### config.mk
export PLATFORM = sky130hd
export DESIGN_NAME = utf8_display_space_normalizer_unit
export DESIGN_NICKNAME = d
export VERILOG_FILES = /design/src/hdl/udsn_pkg.sv /design/src/hdl/udsn_matcher.sv /design/src/hdl/udsn_outbuf.sv /design/src/hdl/utf8_display_space_normalizer_unit.sv
export SDC_FILE = /design/constraint.sdc
export NUM_CORES = 1
export LEC_CHECK = 0
export ABC_AREA = 1
export BUFFER_PORTS_ARGS = -buffer_cell sky130_fd_sc_hd__buf_2
export CAP_MARGIN = 15
export CORE_ASPECT_RATIO = 0.9
export CORE_UTILIZATION = 28
export DETAILED_ROUTE_END_ITERATION = 7
export PLACE_DENSITY = 0.49
export REMOVE_ABC_BUFFERS = 1
export SLEW_MARGIN = 20
export SYNTH_ARGS = -nofsm -noshare
export SYNTH_HDL_FRONTEND = slang
export SYNTH_SLANG_ARGS = --single-unit
### constraint.sdc
create_clock -name clk -period 12.8 [get_ports clk]
set_clock_uncertainty 0.15 [all_clocks]
set_input_delay 1.92 -clock clk [delete_from_list [all_inputs] [get_ports clk]]
set_output_delay 1.92 -clock clk [all_outputs]
set_load 0.02 [all_outputs]
### src/hdl/udsn_pkg.sv
// shared types, byte constants and sequence matching functions for the space normalizer
package udsn_pkg;

    localparam int MAX_RES    = 3;
    localparam int OB_DEPTH   = 4;
    localparam int OCC_W      = $clog2(OB_DEPTH + 1);
    localparam int ROOM_LIMIT = OB_DEPTH - MAX_RES;

    localparam logic [15:0] REPORT_MAX = 16'hFFFF;

    localparam logic [7:0] CH_TAB   = 8'h09;
    localparam logic [7:0] CH_LF    = 8'h0A;
    localparam logic [7:0] CH_CR    = 8'h0D;
    localparam logic [7:0] CH_SPACE = 8'h20;
    localparam logic [7:0] LEAD_C2  = 8'hC2;
    localparam logic [7:0] LEAD_E1  = 8'hE1;
    localparam logic [7:0] LEAD_E2  = 8'hE2;
    localparam logic [7:0] LEAD_E3  = 8'hE3;
    localparam logic [7:0] LEAD_EF  = 8'hEF;
    localparam logic [7:0] CONT_80  = 8'h80;
    localparam logic [7:0] CONT_81  = 8'h81;
    localparam logic [7:0] CONT_9A  = 8'h9A;
    localparam logic [7:0] CONT_A0  = 8'hA0;
    localparam logic [7:0] CONT_AD  = 8'hAD;
    localparam logic [7:0] CONT_BB  = 8'hBB;
    localparam logic [7:0] CONT_BF  = 8'hBF;

    typedef enum logic [1:0] {
        ACT_NONE,
        ACT_SPACE,
        ACT_REMOVE
    } act_t;

    typedef struct packed {
        logic [1:0] len;
        act_t       act;
    } cls_t;

    typedef struct packed {
        logic [7:0]  data;
        logic        vld;
        logic        last;
        logic [15:0] cnt;
    } result_t;

    function automatic cls_t classify(input logic [7:0] b0, input logic [7:0] b1,
                                      input logic [7:0] b2, input logic [1:0] n);
        cls_t r;
        r.len = 2'd1;
        r.act = ACT_NONE;
        if (b0 == CH_TAB || b0 == CH_CR || b0 == CH_LF)
        begin
            r.act = ACT_SPACE;
        end
        else if (n >= 2'd2 && b0 == LEAD_C2 && b1 == CONT_A0)
        begin
            r.act = ACT_SPACE;
            r.len = 2'd2;
        end
        else if (n >= 2'd2 && b0 == LEAD_C2 && b1 == CONT_AD)
        begin
            r.act = ACT_REMOVE;
            r.len = 2'd2;
        end
        else if (n == 2'd3)
        begin
            if (b0 == LEAD_E1 && b1 == CONT_9A && b2 == CONT_80)
                r.act = ACT_SPACE;
            else if (b0 == LEAD_E2 && b1 == CONT_80 &&
                     ((b2 >= 8'h80 && b2 <= 8'h8A) || b2 == 8'hA8 || b2 == 8'hA9 ||
                      b2 == 8'hAF))
                r.act = ACT_SPACE;
            else if (b0 == LEAD_E2 && b1 == CONT_80 &&
                     ((b2 >= 8'h8B && b2 <= 8'h8F) || (b2 >= 8'hAA && b2 <= 8'hAE)))
                r.act = ACT_REMOVE;
            else if (b0 == LEAD_E2 && b1 == CONT_81 && b2 == 8'h9F)
                r.act = ACT_SPACE;
            else if (b0 == LEAD_E2 && b1 == CONT_81 && b2 >= 8'hA0 && b2 <= 8'hAF)
                r.act = ACT_REMOVE;
            else if (b0 == LEAD_E3 && b1 == CONT_80 && b2 == CONT_80)
                r.act = ACT_SPACE;
            else if (b0 == LEAD_EF && b1 == CONT_BB && b2 == CONT_BF)
                r.act = ACT_REMOVE;
            if (r.act != ACT_NONE)
                r.len = 2'd3;
        end
        return r;
    endfunction

    function automatic logic is_prefix(input logic [7:0] b0, input logic [7:0] b1,
                                       input logic [1:0] n);
        logic r;
        r = 1'b0;
        if (n == 2'd1)
            r = (b0 == LEAD_C2 || b0 == LEAD_E1 || b0 == LEAD_E2 || b0 == LEAD_E3 ||
                 b0 == LEAD_EF);
        else if (n == 2'd2)
            r = (b0 == LEAD_E1 && b1 == CONT_9A) ||
                (b0 == LEAD_E2 && (b1 == CONT_80 || b1 == CONT_81)) ||
                (b0 == LEAD_E3 && b1 == CONT_80) ||
                (b0 == LEAD_EF && b1 == CONT_BB);
        return r;
    endfunction

endpackage

### src/hdl/udsn_matcher.sv
// sequence matcher with held prefix bytes and saturating change counter
module udsn_matcher import udsn_pkg::*; #(
    parameter int COUNT_WIDTH = 16
) (
    input  logic                        clk,
    input  logic                        rst_n,
    input  logic                        item_valid,
    input  logic [7:0]                  item_data,
    input  logic                        item_last,
    output result_t [MAX_RES-1:0]       res,
    output logic [1:0]                  res_n
);

    localparam int RW = (COUNT_WIDTH > 16) ? COUNT_WIDTH : 16;

    logic [7:0]             pend_reg [2];
    logic [7:0]             pend_next [2];
    logic [1:0]             pend_cnt_reg;
    logic [1:0]             pend_cnt_next;
    logic [COUNT_WIDTH-1:0] cnt_reg;
    logic [COUNT_WIDTH-1:0] cnt_next;

    logic [7:0]             win [3];
    logic [7:0]             emit [3];
    logic [1:0]             n_w;
    logic [1:0]             ne;
    logic [1:0]             bumps;
    logic [1:0]             step_len;
    logic                   held;
    cls_t                   cls;
    logic [COUNT_WIDTH:0]   cnt_sum;
    logic [COUNT_WIDTH-1:0] cnt_sat;
    logic [RW-1:0]          cnt_ext;
    logic [15:0]            cnt_rep;

    always_comb
    begin
        win[0] = pend_reg[0];
        win[1] = pend_reg[1];
        win[2] = 8'h00;
        unique case (pend_cnt_reg)
            2'd0:
            begin
                win[0] = item_data;
                n_w    = 2'd1;
            end
            2'd1:
            begin
                win[1] = item_data;
                n_w    = 2'd2;
            end
            default:
            begin
                win[2] = item_data;
                n_w    = 2'd3;
            end
        endcase

        ne       = 2'd0;
        bumps    = 2'd0;
        held     = 1'b0;
        step_len = 2'd1;
        cls      = '{len: 2'd1, act: ACT_NONE};
        for (int k = 0; k < MAX_RES; k++)
            emit[k] = 8'h00;

        // up to three tokens per byte, each step consumes one to three bytes
        for (int it = 0; it < MAX_RES; it++)
        begin
            if (n_w != 2'd0 && !held)
            begin
                cls      = classify(win[0], win[1], win[2], n_w);
                step_len = cls.len;
                if (cls.act == ACT_NONE)
                begin
                    if (!item_last && is_prefix(win[0], win[1], n_w))
                    begin
                        held = 1'b1;
                    end
                    else
                    begin
                        emit[ne] = win[0];
                        ne       = ne + 2'd1;
                        step_len = 2'd1;
                    end
                end
                else
                begin
                    if (cls.act == ACT_SPACE)
                    begin
                        emit[ne] = CH_SPACE;
                        ne       = ne + 2'd1;
                    end
                    bumps = bumps + 2'd1;
                end
                if (!held)
                begin
                    unique case (step_len)
                        2'd1:
                        begin
                            win[0] = win[1];
                            win[1] = win[2];
                            win[2] = 8'h00;
                        end
                        2'd2:
                        begin
                            win[0] = win[2];
                            win[1] = 8'h00;
                            win[2] = 8'h00;
                        end
                        default:
                        begin
                            win[0] = 8'h00;
                            win[1] = 8'h00;
                            win[2] = 8'h00;
                        end
                    endcase
                    n_w = n_w - step_len;
                end
            end
        end
    end

    always_comb
    begin
        cnt_sum = {1'b0, cnt_reg} + (COUNT_WIDTH + 1)'(bumps);
        cnt_sat = cnt_sum[COUNT_WIDTH] ? {COUNT_WIDTH{1'b1}} : cnt_sum[COUNT_WIDTH-1:0];
        cnt_ext = RW'(cnt_sat);
        cnt_rep = (cnt_ext > RW'(REPORT_MAX)) ? REPORT_MAX : cnt_ext[15:0];
    end

    always_comb
    begin
        res_n = ne;
        for (int k = 0; k < MAX_RES; k++)
        begin
            res[k] = '0;
            if (2'(k) < ne)
            begin
                res[k].data = emit[k];
                res[k].vld  = 1'b1;
            end
        end
        if (item_last)
        begin
            if (ne == 2'd0)
            begin
                res[0].last = 1'b1;
                res[0].cnt  = cnt_rep;
                res_n       = 2'd1;
            end
            else
            begin
                for (int k = 0; k < MAX_RES; k++)
                begin
                    if (2'(k) == ne - 2'd1)
                    begin
                        res[k].last = 1'b1;
                        res[k].cnt  = cnt_rep;
                    end
                end
            end
        end
    end

    always_comb
    begin
        pend_next[0]  = pend_reg[0];
        pend_next[1]  = pend_reg[1];
        pend_cnt_next = pend_cnt_reg;
        cnt_next      = cnt_reg;
        if (item_valid)
        begin
            if (item_last)
            begin
                pend_next[0]  = 8'h00;
                pend_next[1]  = 8'h00;
                pend_cnt_next = 2'd0;
                cnt_next      = '0;
            end
            else
            begin
                pend_next[0]  = (n_w > 2'd0) ? win[0] : 8'h00;
                pend_next[1]  = (n_w > 2'd1) ? win[1] : 8'h00;
                pend_cnt_next = n_w;
                cnt_next      = cnt_sat;
            end
        end
    end

    always_ff @(posedge clk or negedge rst_n)
    begin
        if (!rst_n)
        begin
            pend_reg[0]  <= 8'h00;
            pend_reg[1]  <= 8'h00;
            pend_cnt_reg <= 2'd0;
            cnt_reg      <= '0;
        end
        else
        begin
            pend_reg[0]  <= pend_next[0];
            pend_reg[1]  <= pend_next[1];
            pend_cnt_reg <= pend_cnt_next;
            cnt_reg      <= cnt_next;
        end
    end

    a_pend_cnt_range: assert property (@(posedge clk) disable iff (!rst_n)
        pend_cnt_reg != 2'd3)
        else $error("held byte count out of range");

    a_last_clears: assert property (@(posedge clk) disable iff (!rst_n)
        item_valid && item_last |=> pend_cnt_reg == 2'd0 && cnt_reg == '0)
        else $error("state not cleared after final byte");

endmodule

### src/hdl/udsn_outbuf.sv
// result buffer taking up to three results per cycle, giving one if unstalled
module udsn_outbuf import udsn_pkg::*; (
    input  logic                  clk,
    input  logic                  rst_n,
    input  logic                  push_en,
    input  logic [1:0]            push_n,
    input  result_t [MAX_RES-1:0] push_data,
    output logic                  room,
    output logic                  head_valid,
    input  logic                  head_stall,
    output result_t               head
);

    result_t          ent_reg [OB_DEPTH];
    result_t          ent_next [OB_DEPTH];
    result_t          base [OB_DEPTH];
    logic [OCC_W-1:0] occ_reg;
    logic [OCC_W-1:0] occ_next;
    logic [OCC_W-1:0] occ_base;
    logic             pop;

    assign head_valid = (occ_reg != '0);
    assign head       = ent_reg[0];
    assign pop        = head_valid && !head_stall;
    assign room       = (occ_reg <= OCC_W'(ROOM_LIMIT));

    always_comb
    begin
        for (int j = 0; j < OB_DEPTH; j++)
            base[j] = ent_reg[j];
        occ_base = occ_reg;
        if (pop)
        begin
            for (int j = 0; j < OB_DEPTH - 1; j++)
                base[j] = ent_reg[j + 1];
            occ_base = occ_reg - OCC_W'(1);
        end

        for (int j = 0; j < OB_DEPTH; j++)
        begin
            ent_next[j] = base[j];
            for (int k = 0; k < MAX_RES; k++)
            begin
                if (push_en && OCC_W'(k) < OCC_W'(push_n) &&
                    occ_base + OCC_W'(k) == OCC_W'(j))
                    ent_next[j] = push_data[k];
            end
        end
        occ_next = push_en ? occ_base + OCC_W'(push_n) : occ_base;
    end

    always_ff @(posedge clk)
    begin
        for (int j = 0; j < OB_DEPTH; j++)
            ent_reg[j] <= ent_next[j];
    end

    always_ff @(posedge clk or negedge rst_n)
    begin
        if (!rst_n)
            occ_reg <= '0;
        else
            occ_reg <= occ_next;
    end

    a_occ_bound: assert property (@(posedge clk) disable iff (!rst_n)
        occ_reg <= OCC_W'(OB_DEPTH))
        else $error("result buffer overfilled");

    a_push_room: assert property (@(posedge clk) disable iff (!rst_n)
        push_en |-> room)
        else $error("results pushed without room");

endmodule

### src/hdl/utf8_display_space_normalizer_unit.sv
// top level of the utf-8 display space normalizer
//
//  channel  | handshake             | payload
//  ---------+-----------------------+------------------------------------------------
//  input    | in_valid / in_stall   | in_byte, in_last
//  result   | res_valid / res_stall | out_byte, out_valid, out_last, changed_count
//
// one byte per cycle unless in_stall is high; input register feeds the result buffer
// a byte yielding two or three results gives them one after another on the result port,
// from the four-entry result buffer, which takes a new byte only at one entry or less
// in_stall comes from registers only; res_stall has no combinational path to the input
// asynchronous active-low reset empties the input register and result buffer and
// clears the held bytes and change counter
module utf8_display_space_normalizer_unit import udsn_pkg::*; #(
    parameter int COUNT_WIDTH = 16
) (
    input  logic        clk,
    input  logic        rst_n,
    input  logic        in_valid,
    output logic        in_stall,
    input  logic [7:0]  in_byte,
    input  logic        in_last,
    output logic        res_valid,
    input  logic        res_stall,
    output logic [7:0]  out_byte,
    output logic        out_valid,
    output logic        out_last,
    output logic [15:0] changed_count
);

    logic                  in_full_reg;
    logic                  in_full_next;
    logic [7:0]            in_byte_reg;
    logic                  in_last_reg;
    logic                  accept;
    logic                  advance;
    logic                  room;
    result_t [MAX_RES-1:0] res;
    logic [1:0]            res_n;
    result_t               head;

    assign advance  = in_full_reg && room;
    assign in_stall = in_full_reg && !room;
    assign accept   = in_valid && !in_stall;

    always_comb
    begin
        in_full_next = in_full_reg;
        if (accept)
            in_full_next = 1'b1;
        else if (advance)
            in_full_next = 1'b0;
    end

    always_ff @(posedge clk or negedge rst_n)
    begin
        if (!rst_n)
            in_full_reg <= 1'b0;
        else
            in_full_reg <= in_full_next;
    end

    always_ff @(posedge clk)
    begin
        if (accept)
        begin
            in_byte_reg <= in_byte;
            in_last_reg <= in_last;
        end
    end

    udsn_matcher #(
        .COUNT_WIDTH (COUNT_WIDTH)
    ) u_matcher (
        .clk        (clk),
        .rst_n      (rst_n),
        .item_valid (advance),
        .item_data  (in_byte_reg),
        .item_last  (in_last_reg),
        .res        (res),
        .res_n      (res_n)
    );

    udsn_outbuf u_outbuf (
        .clk        (clk),
        .rst_n      (rst_n),
        .push_en    (advance),
        .push_n     (res_n),
        .push_data  (res),
        .room       (room),
        .head_valid (res_valid),
        .head_stall (res_stall),
        .head       (head)
    );

    assign out_byte      = head.data;
    assign out_valid     = head.vld;
    assign out_last      = head.last;
    assign changed_count = head.cnt;

    a_held_item: assert property (@(posedge clk) disable iff (!rst_n)
        in_full_reg && !advance |=> in_full_reg && $stable(in_byte_reg) &&
        $stable(in_last_reg))
        else $error("waiting input transaction lost");

endmodule

# Yosys cells after proc, flatten, opt, wreduce, memory -nomap -nowiden
# Memory sizes are Yosys's and may differ from the RTL's.
# Index checks and enable logic that the tools add are counted.
[word_totals]
reg_bits = 47
mem_bits_rw = 104
out_inout_bits = 28
memories = 1
[op_classes]
addsub = 13
magnitude_cmp = 41
n_eq_ne = 90
mux = 182
n_bitwise = 8
reduce_logical = 152
[memory_table]
columns = ["name", "words", "width", "read_ports", "rd_clocked_by_memory_dff", "wr", "line", "source"]
rows = [
  ["u_outbuf.ent_reg", 4, 26, 4, 0, 4, "udsn_outbuf.sv:14", "result_t ent_reg [OB_DEPTH];"],
]
[ops]
columns = ["operator", "count"]
rows = [
  ["== test 8 bit (second input constant)", 51],
  ["2-to-1 mux 24 bit", 14],
  ["2-to-1 mux 26 bit", 12],
  ["2-to-1 mux 2 bit", 81],
  ["2-to-1 mux 17 bit", 9],
  ["case mux 24 bit (2 select lines)", 3],
  [">= comparator 8 bit (second input constant)", 12],
  ["<= comparator 8 bit (second input constant)", 12],
  ["logical AND 1 bit", 86],
  ["2-to-1 mux 8 bit", 10],
  ["2-to-1 mux 78 bit", 1],
  ["== test 8 x 4 -> 1 bit (second input constant)", 9],
  ["2-to-1 mux 16 bit", 4],
  ["bitwise mux 24 bit", 2],
  ["bitwise AND 21 bit", 2],
  ["logical OR 1 bit", 42],
  ["inverter 21 bit", 2],
  ["2-to-1 mux 4 bit", 9],
  ["demux 8 bit (select 2 bit)", 2],
  ["2-to-1 mux 1 bit", 28],
  ["2-to-1 mux 9 bit", 3],
  ["== test 2 x 1 -> 1 bit (second input constant)", 10],
  ["== test 2 bit (second input constant)", 9],
  ["== test 3 x 2 -> 1 bit (second input constant)", 6],
  ["other kinds (30)", 67],
]

# Logic depth before layout (Yosys ltp)
# Gate-level depths: netlist (run 1).
[depth]
ltp_word = 106
depth_mapped = 59

# Modules after synthesis
# From an unflattened synthesis (run 1), not the netlist that was laid out.
[hier_totals]
cells_unflattened = 2010
area_unflattened_um2 = 13095.1
[modules_own_cells]
columns = ["module", "instances", "cells_per_inst", "area_each_um2"]
rows = [
  ["udsn_outbuf", 1, 970, 7108.1],
  ["udsn_matcher", 1, 1022, 5651.7],
  ["utf8_display_space_normalizer_unit", 1, 18, 335.3],
]

# Worst setup path after synthesis (run 1)
# OpenSTA, ideal clock, no wires.
[synth_timing]
path_kind = "register -> register"
start = "reg, netlist name u_matcher.pend_cnt_reg[1]"
end = "mem u_outbuf.ent_reg[0][0] (netlist bit), enable pin"
setup_time_ns = 0.563
t_arrival_ns = 6.502
required_time_ns = 12.087
path_slack_ns = 5.585
path_stages_with_launch = 47
cell_sequence = "dfrtp_1 > buf_4 > inv_2 > nand2_2 > nand2_1 > nand2_1 > nor2_1 > nand2_1 > nor2_1 > nand2_1 > o311ai_0 > inv_1 > nand3_1 > inv_1 > ha_1 > inv_1 > nand2_1 > o22ai_1 > [11 not listed] > nor2_1 > nand2_1 > nand2_1 > nand2_1 > nor2_2 > nand3_1 > nand2_1 > o21ai_1 > nand2_1 > nand3_1 > nand2_2 > nand2_1 > nand2_4 > nand3_2 > buf_6 > nand3_4 > buf_2 > nand4_1"
[synth_lines]
columns = ["item", "line"]
rows = [
  ["end, declared", "udsn_outbuf.sv:14"],
]

==> results by group, run 1 <==
Synthesis
  • Number of synthesized flops with an enable pin: 113
  • Synth Register Bits: 151
  • Share of the synthesized area in the top cell type: 27.7%
  • Synth area leaders: edfxtp_1, nand2_1, dfrtp_1
  • Post-synth top cells: nand2_1, nor2_1, inv_1
  • Mapped Area: 0.0122 mm2
  • Most used DFF post-synth: edfxtp_1
  • Yosys cell types: 55
  • Syn Inst Count: 1828
  • Asr flop ratio synth: 25.2%
  • Leading area contributor after synthesis: edfxtp_1
  • Yosys warns: 0
  • Sequential element share of the synthesized area: 35.5%
  • Avg Inst Size Synth: 6.70 um2
  • Count leader, synth: nand2_1

CTS
  • Clk Tree Root Cell: clkbuf_16
  • Hold buffer count at CTS: 0
  • Clk Latency, worst-skew pair: 470 ps
  • Clk sinks: 151
  • Resized Gates After CTS: 0
  • Total CTS buffers: 17
  • TritonCTS clock tree: yes
  • Number of H-tree levels: 4
  • Clock-pin slew on the worst setup and hold paths: 70 ps
  • Longest Clk Path Bufs: 2
  • Post-CTS Setup Bufs: 0

Cells and area
  • N_diodes: 0
  • Post-route insts no fill: 2391
  • Area of the multi-input gates: 0.00673 mm2
  • Core Util, Final: 31.1%
  • Nets: 1857
  • P&R area growth vs syn: 9.50%
  • Layout cells sized above 1: 8.44%
  • Max reg flops: 104
  • Fill cells: 4780
  • Sequential cell area: 0.00434 mm2
  • Final Cell Area: 0.0134 mm2

Setup path
  • Delay-heaviest family, CP: simple AND/OR/NAND/NOR gates
  • Critical Path Source Type: flop
  • CP bufs+invs: 5
  • Crit path DAT: 10630 ps
  • Crit-path slowest cell: inv_2
  • Worst Reg-to-Reg Cells: 42
  • Crit. End Element: flop
  • CP Depth: 42
  • Crit-path most repeated cell: nand2_1
  • Max incr delay on CP: 810 ps
  • Flop2flop setup slack: 2180 ps
  • Critical setup path kind: reg2reg
  • Critical Path RT: 12800 ps
  • Crit path max fanout: 26

Drt
  • Initial DRT Pass Iterations: 5
  • Wire per inst: 19.1 um
  • Avg Vias per Cell: 5.23
  • Vias: 12500
  • Antenna-violating nets left: 0
  • WL final: 45800 um
  • Initial drt markers: 1100
  • Remaining DRCs: 0

GRT
  • Initial antenna violation count: 0
  • Largest net degree at the start of global routing: 54
  • First-pass GRT wire length: 71800 um
  • Gr ovfl total: 0
  • Vias in the first global route: 11900
  • Total GRT Usage: 21.0%

STA
  • Post-layout min period: 10620 ps
  • Tcrit/Tclk final: 83.0%
  • Final hold vios: 0
  • Worst relative slew slack: 27.4%
  • WHS: 348 ps
  • Final Setup Violations: 0
  • Slew @ Worst Pin: 1090 ps
  • Setup TNS: 0 ps
  • Fmax achieved: 0.0941 GHz
  • Slew Limit Fails: 0
  • Setup WS post-layout: 2180 ps
  • RSZ-0062 raised after global routing: false

Floorplan
  • I/O pin total: 41
  • Row cnt: 72
  • Die Width: 222 um
  • Die height: 200 um
  • Core Region: 0.0431 mm2
  • Starting density of the core: 28.4%
  • Die area: 0.0446 mm2

Outcome
  • Outcome: finished clean

Hold path
  • WHS Path Cells: 2
  • Hold Crit Class: reg2reg

Placed design
  • Post-DP HPWL: 32600 um
  • Post-Place Cells: 2358
  • Global placer's final weighted congestion: 0.957
  • Post-DP Area: 0.0128 mm2
  • I/O Buffers: 40
  • Post-place setup slack: 2330 ps

Power
  • Total power: 4.24 mW
  • Total power per unit cell area: 316 mW/mm2
  • Peak supply drop: 0.192 mV
  • Leakage power: 6.16 nW

Job
  • Max Cap Viol: 0
-- routing by layer --
metal  up-vias  GRT usage (%)  part of all wire, %
met5         -              0                    0
met4         0           6.33                  2.0
met2       462           30.6                   42
li1       6048              -                    -
met1      5940           31.9                   50
met3        53           2.89                  6.4
-- kinds of logic (layout without fill, tap and decap cells) --
kind of cell    Yosys count  count (layout)  synth area share [%]
flops                   151             151                  35.5
other cells               1               1                0.0306
fa+ha+maj                21              21                  2.27
buf+inv                 277             285                  9.65
simple gates           1070            1070                  37.1
compound gates          296             296                  14.6
xor+xnor                 12              12                 0.858
-- worst paths after layout --
path                                                start                         to
worst max-delay path            u_matcher.pend_cnt_reg[1]     u_outbuf.ent_reg[2][2]
worst min-delay path                u_matcher.pend_reg[2]      u_matcher.pend_reg[2]
worst max register to register  u_matcher.pend_cnt_reg[1]     u_outbuf.ent_reg[2][2]
worst min register to register      u_matcher.pend_reg[2]      u_matcher.pend_reg[2]
max in group asynchronous                           rst_n  u_matcher.pend_cnt_reg[0]
min in group asynchronous                           rst_n       u_matcher.cnt_reg[0]
-- tightest hold or removal path: stages (launching register included) --
cell and delay [ps]:
dfrtp_1 380, inv_1 50, nor2_1 40
-- where the power goes --
| part | switching [mW] | leakage, nW | total [mW] | internal (mW) |
|---|---|---|---|---|
| clock | 0.227 | 0.290 | 0.506 | 0.279 |
| combinational | 2.09 | 4.25 | 2.82 | 0.728 |
| sequential | 0.0816 | 1.61 | 0.919 | 0.837 |
-- final cells by class --
class / count / area share, %
clock inverter: 14 / 0.896
multi-input combinational: 1400 / 50.2
timing repair buffer: 58 / 2.55
clock buffer: 18 / 3.36
sequential: 151 / 32.4
tap: 555 / 5.18
inverter: 195 / 5.46
-- layout by cell type, fill, tap and decap left out, types with 9 or more instances in the layout --
cell | Yosys | layout
o21ai_0 | 53 | 53
buf_2 | 42 | 39
o21ai_1 | 22 | 22
nand2_2 | 14 | 14
clkbuf_16 | 0 | 18
nor3_1 | 15 | 15
nand3_1 | 137 | 137
nand4_1 | 22 | 22
nand2_1 | 660 | 660
inv_1 | 177 | 177
dfrtp_1 | 38 | 38
edfxtp_1 | 113 | 113
a21oi_1 | 92 | 92
xor2_1 | 9 | 9
inv_2 | 17 | 17
o22ai_1 | 32 | 32
buf_4 | 10 | 18
ha_1 | 19 | 19
nor2_1 | 181 | 180
o211ai_1 | 73 | 73
Power figures use the tool's default switching activity.
==> run 2, diff against run 1 <==
- ABC_AREA: 1 -> 0
- PLACE_DENSITY: 0.49 -> 0.51
- clock period: 12.8 -> 8.58 ns (I/O delays scaled with it)
==> run 2 against run 1 <==
Setup slack got worse by 2000 ps. Critical path depth decreased by 14. Sequential power increased by 47%. Worst hold slack improved by 30 ps. Sequential share of layout area increased by 0.50 points. Die area decreased by 12%. Power increased by 28%. Largest power group unchanged. Highest routed layer is now met5.
==> results by group, run 2 <==
Drt
  • WL final: 40500 um
  • Antenna-violating nets left: 0
  • Initial DRT Pass Iterations: 5
  • Initial drt markers: 1155
  • Avg Vias per Cell: 5.73
  • Remaining DRCs: 0
  • Wire per inst: 22.3 um
  • Vias: 10400

STA
  • Final hold vios: 0
  • Slew Limit Fails: 0
  • Setup TNS: 0 ps
  • Worst relative slew slack: 30.6%
  • Final Setup Violations: 0
  • Tcrit/Tclk final: 97.8%
  • Slew @ Worst Pin: 1040 ps
  • Fmax achieved: 0.119 GHz
  • Post-layout min period: 8390 ps

Cells and area
  • Commonest non-fill, non-tap cell in the layout: buf_4
  • Commonest cells after routing, fill and taps aside: buf_4, nand2_1, edfxtp_1
  • Sequential cell area: 0.00435 mm2
  • P&R area growth vs syn: 23.5%
  • Area of the multi-input gates: 0.00614 mm2
  • Max reg flops: 104
  • Nets: 1353
  • Fill cells: 3810
  • Layout cells sized above 1: 22.8%
  • Core Util, Final: 35.3%
  • N_diodes: 0

Synthesis
  • Syn Inst Count: 1170
  • Post-synth top cells: nand2_1, edfxtp_1, nor2_1
  • Leading area contributor after synthesis: edfxtp_1
  • Mapped Area: 0.0107 mm2
  • Yosys warns: 0
  • Synth area leaders: edfxtp_1, dfrtp_1, nand2_1
  • Most used DFF post-synth: edfxtp_1
  • Yosys cell types: 97
  • Sequential element share of the synthesized area: 40.6%
  • Synth Register Bits: 151
  • Number of synthesized flops with an enable pin: 113
  • Share of the synthesized area in the top cell type: 31.7%
  • Count leader, synth: nand2_1
  • Avg Inst Size Synth: 9.15 um2
  • Asr flop ratio synth: 25.2%

Setup path
  • Crit path max fanout: 13
  • Worst Reg-to-Reg Cells: 28
  • Max incr delay on CP: 650 ps
  • Critical setup path kind: reg2reg
  • Critical Path Source Type: flop
  • R2R Path Start: u_matcher.pend_cnt_reg[1]
  • Critical Path RT: 8630 ps
  • FF-to-FF End: u_outbuf.ent_reg[2][12]
  • Flop2flop setup slack: 190 ps
  • Crit-path most repeated cell: buf_4
  • Crit-path slowest cell: or4_1
  • Crit. End Element: flop
  • Crit path DAT: 8440 ps

Hold path
  • WHS Path Cells: 1
  • Hold Crit Class: reg2reg
  • WHS Endpoint: u_matcher.cnt_reg[0]
  • Hold path startpoint: u_matcher.cnt_reg[0]

CTS
  • Clk Tree Root Cell: clkbuf_16
  • TritonCTS clock tree: yes
  • Longest Clk Path Bufs: 2
  • Hold buffer count at CTS: 0
  • Clk Latency, worst-skew pair: 450 ps
  • Clock-pin slew on the worst setup and hold paths: 80 ps
  • Total CTS buffers: 17
  • Number of H-tree levels: 4
  • Clk sinks: 151

GRT
  • Largest net degree at the start of global routing: 39
  • First-pass GRT wire length: 61200 um
  • Initial antenna violation count: 1
  • Vias in the first global route: 9799
  • Total GRT Usage: 20.5%
  • Gr ovfl total: 0

Power
  • Seq pwr share: 24.8%
  • Logic pwr share: 61.2%
  • P_int: 2.84 mW
  • Total power per unit cell area: 412 mW/mm2
  • Net Switching: 2.61 mW
  • Clk pwr share: 14.0%
  • Peak supply drop: 0.192 mV
  • Sw frac: 47.8%
  • Leakage power: 5.12 nW

Placed design
  • I/O Buffers: 40
  • Global placer's final weighted congestion: 0.987
  • Post-DP HPWL: 30100 um

Job
  • Max Cap Viol: 0

Floorplan
  • Starting density of the core: 28.6%
  • Die height: 187 um
  • Die area: 0.0390 mm2
  • Row cnt: 67
  • Die Width: 208 um
  • I/O pin total: 41
  • Core Region: 0.0375 mm2

Outcome
  • Outcome: finished clean
run 2: cell count changes after synthesis, sizes merged, moves of 39 or more:
cell    previous run  this run
inv              194        41
nor2             188        96
nand3            143        34
o211ai            73        12
buf               62        23
nand2            679       150
run 2: through the flow:
step | setup WS (ps) | cell area (um2) | total power [mW] | hold slack (ps) | cells
global placement | 76.4 | 12300 | 4.54 | 363 | 1769
CTS | 18.6 | 12900 | 5.31 | 372 | 1801
global route | -42.7 | 13200 | 5.76 | 394 | 1815
floorplan | -764 | 10400 | 3.20 | 328 | 1107
detailed placement | -79.5 | 12300 | 4.53 | 352 | 1769
finish | 190 | 13200 | 5.45 | 378 | 1815
run 2: power by group through the flow:
stage,combinational (mW),sequential [mW],clock (mW)
6_report,3.33,1.35,0.762
5_1_grt,3.57,1.38,0.805
4_1_cts,3.19,1.35,0.773
3_5_place_dp,3.17,1.36,0
3_3_place_gp,3.17,1.36,0
2_1_floorplan,1.76,1.44,0
run 2: timing repair:
| action | in CTS | in global routing |
|---|---|---|
| cloned | 0 | 0 |
| setup buffers | 0 | 14 |
| gates resized for setup | 6 | 47 |
| endpoints found under the setup margin | 29 | 222 |
| pin swaps | 0 | 7 |
run 2: kinds of logic (layout without fill, tap and decap cells):
kind of cell	after synthesis	after routing	share of synthesized area, %
and+or+nand+nor	452	452	21.0
AOI/OAI and AO/OA	378	378	25.6
DFF	151	151	40.6
buffers and inverters	104	266	4.21
muxes	43	43	4.34
adders and majority gates	21	21	2.60
xor gates and xnor gates	20	20	1.64
other	1	1	0.0350
run 2: worst max-delay path: cells and delay by family (launching register included):
kind,cells,cell delay (ps)
AOI/OAI and AO/OA,12,2890
adders and majority gates,2,520
buffers and inverters,5,780
DFF,1,450
and+or+nand+nor,9,3370
run 2: metal layers:
metal | wire [um] | global-route usage, % | share of wire (%) | vias up
met2 | 17200 | 29.8 | 42 | 471
met3 | 3450 | 5.20 | 8.5 | 51
li1 | - | - | - | 4798
met1 | 19200 | 30.1 | 47 | 5073
met4 | 752 | 5.16 | 1.9 | 2
met5 | 13 | 0 | 0.032 | -
run 2: worst max path at each step:
stage,start,to,cells past startpoint
global placement,in_byte_reg[5],u_outbuf.ent_reg[0][8],34
finish,u_matcher.pend_cnt_reg[1],u_outbuf.ent_reg[2][12],28
CTS,in_byte_reg[5],u_outbuf.ent_reg[0][8],34
detailed placement,in_byte_reg[5],u_outbuf.ent_reg[2][13],34
floorplan,u_matcher.pend_cnt_reg[1],u_outbuf.ent_reg[3][0],31
global route,u_matcher.pend_cnt_reg[1],u_outbuf.ent_reg[2][5],30
run 2: area by class of cell:
cell class,count,area share (%)
clock buffer,17,3.22
clock inverter,15,1.28
multi-input combinational,915,46.4
timing repair buffer,193,10.4
tap,483,4.57
inverter,41,1.16
sequential,151,32.9
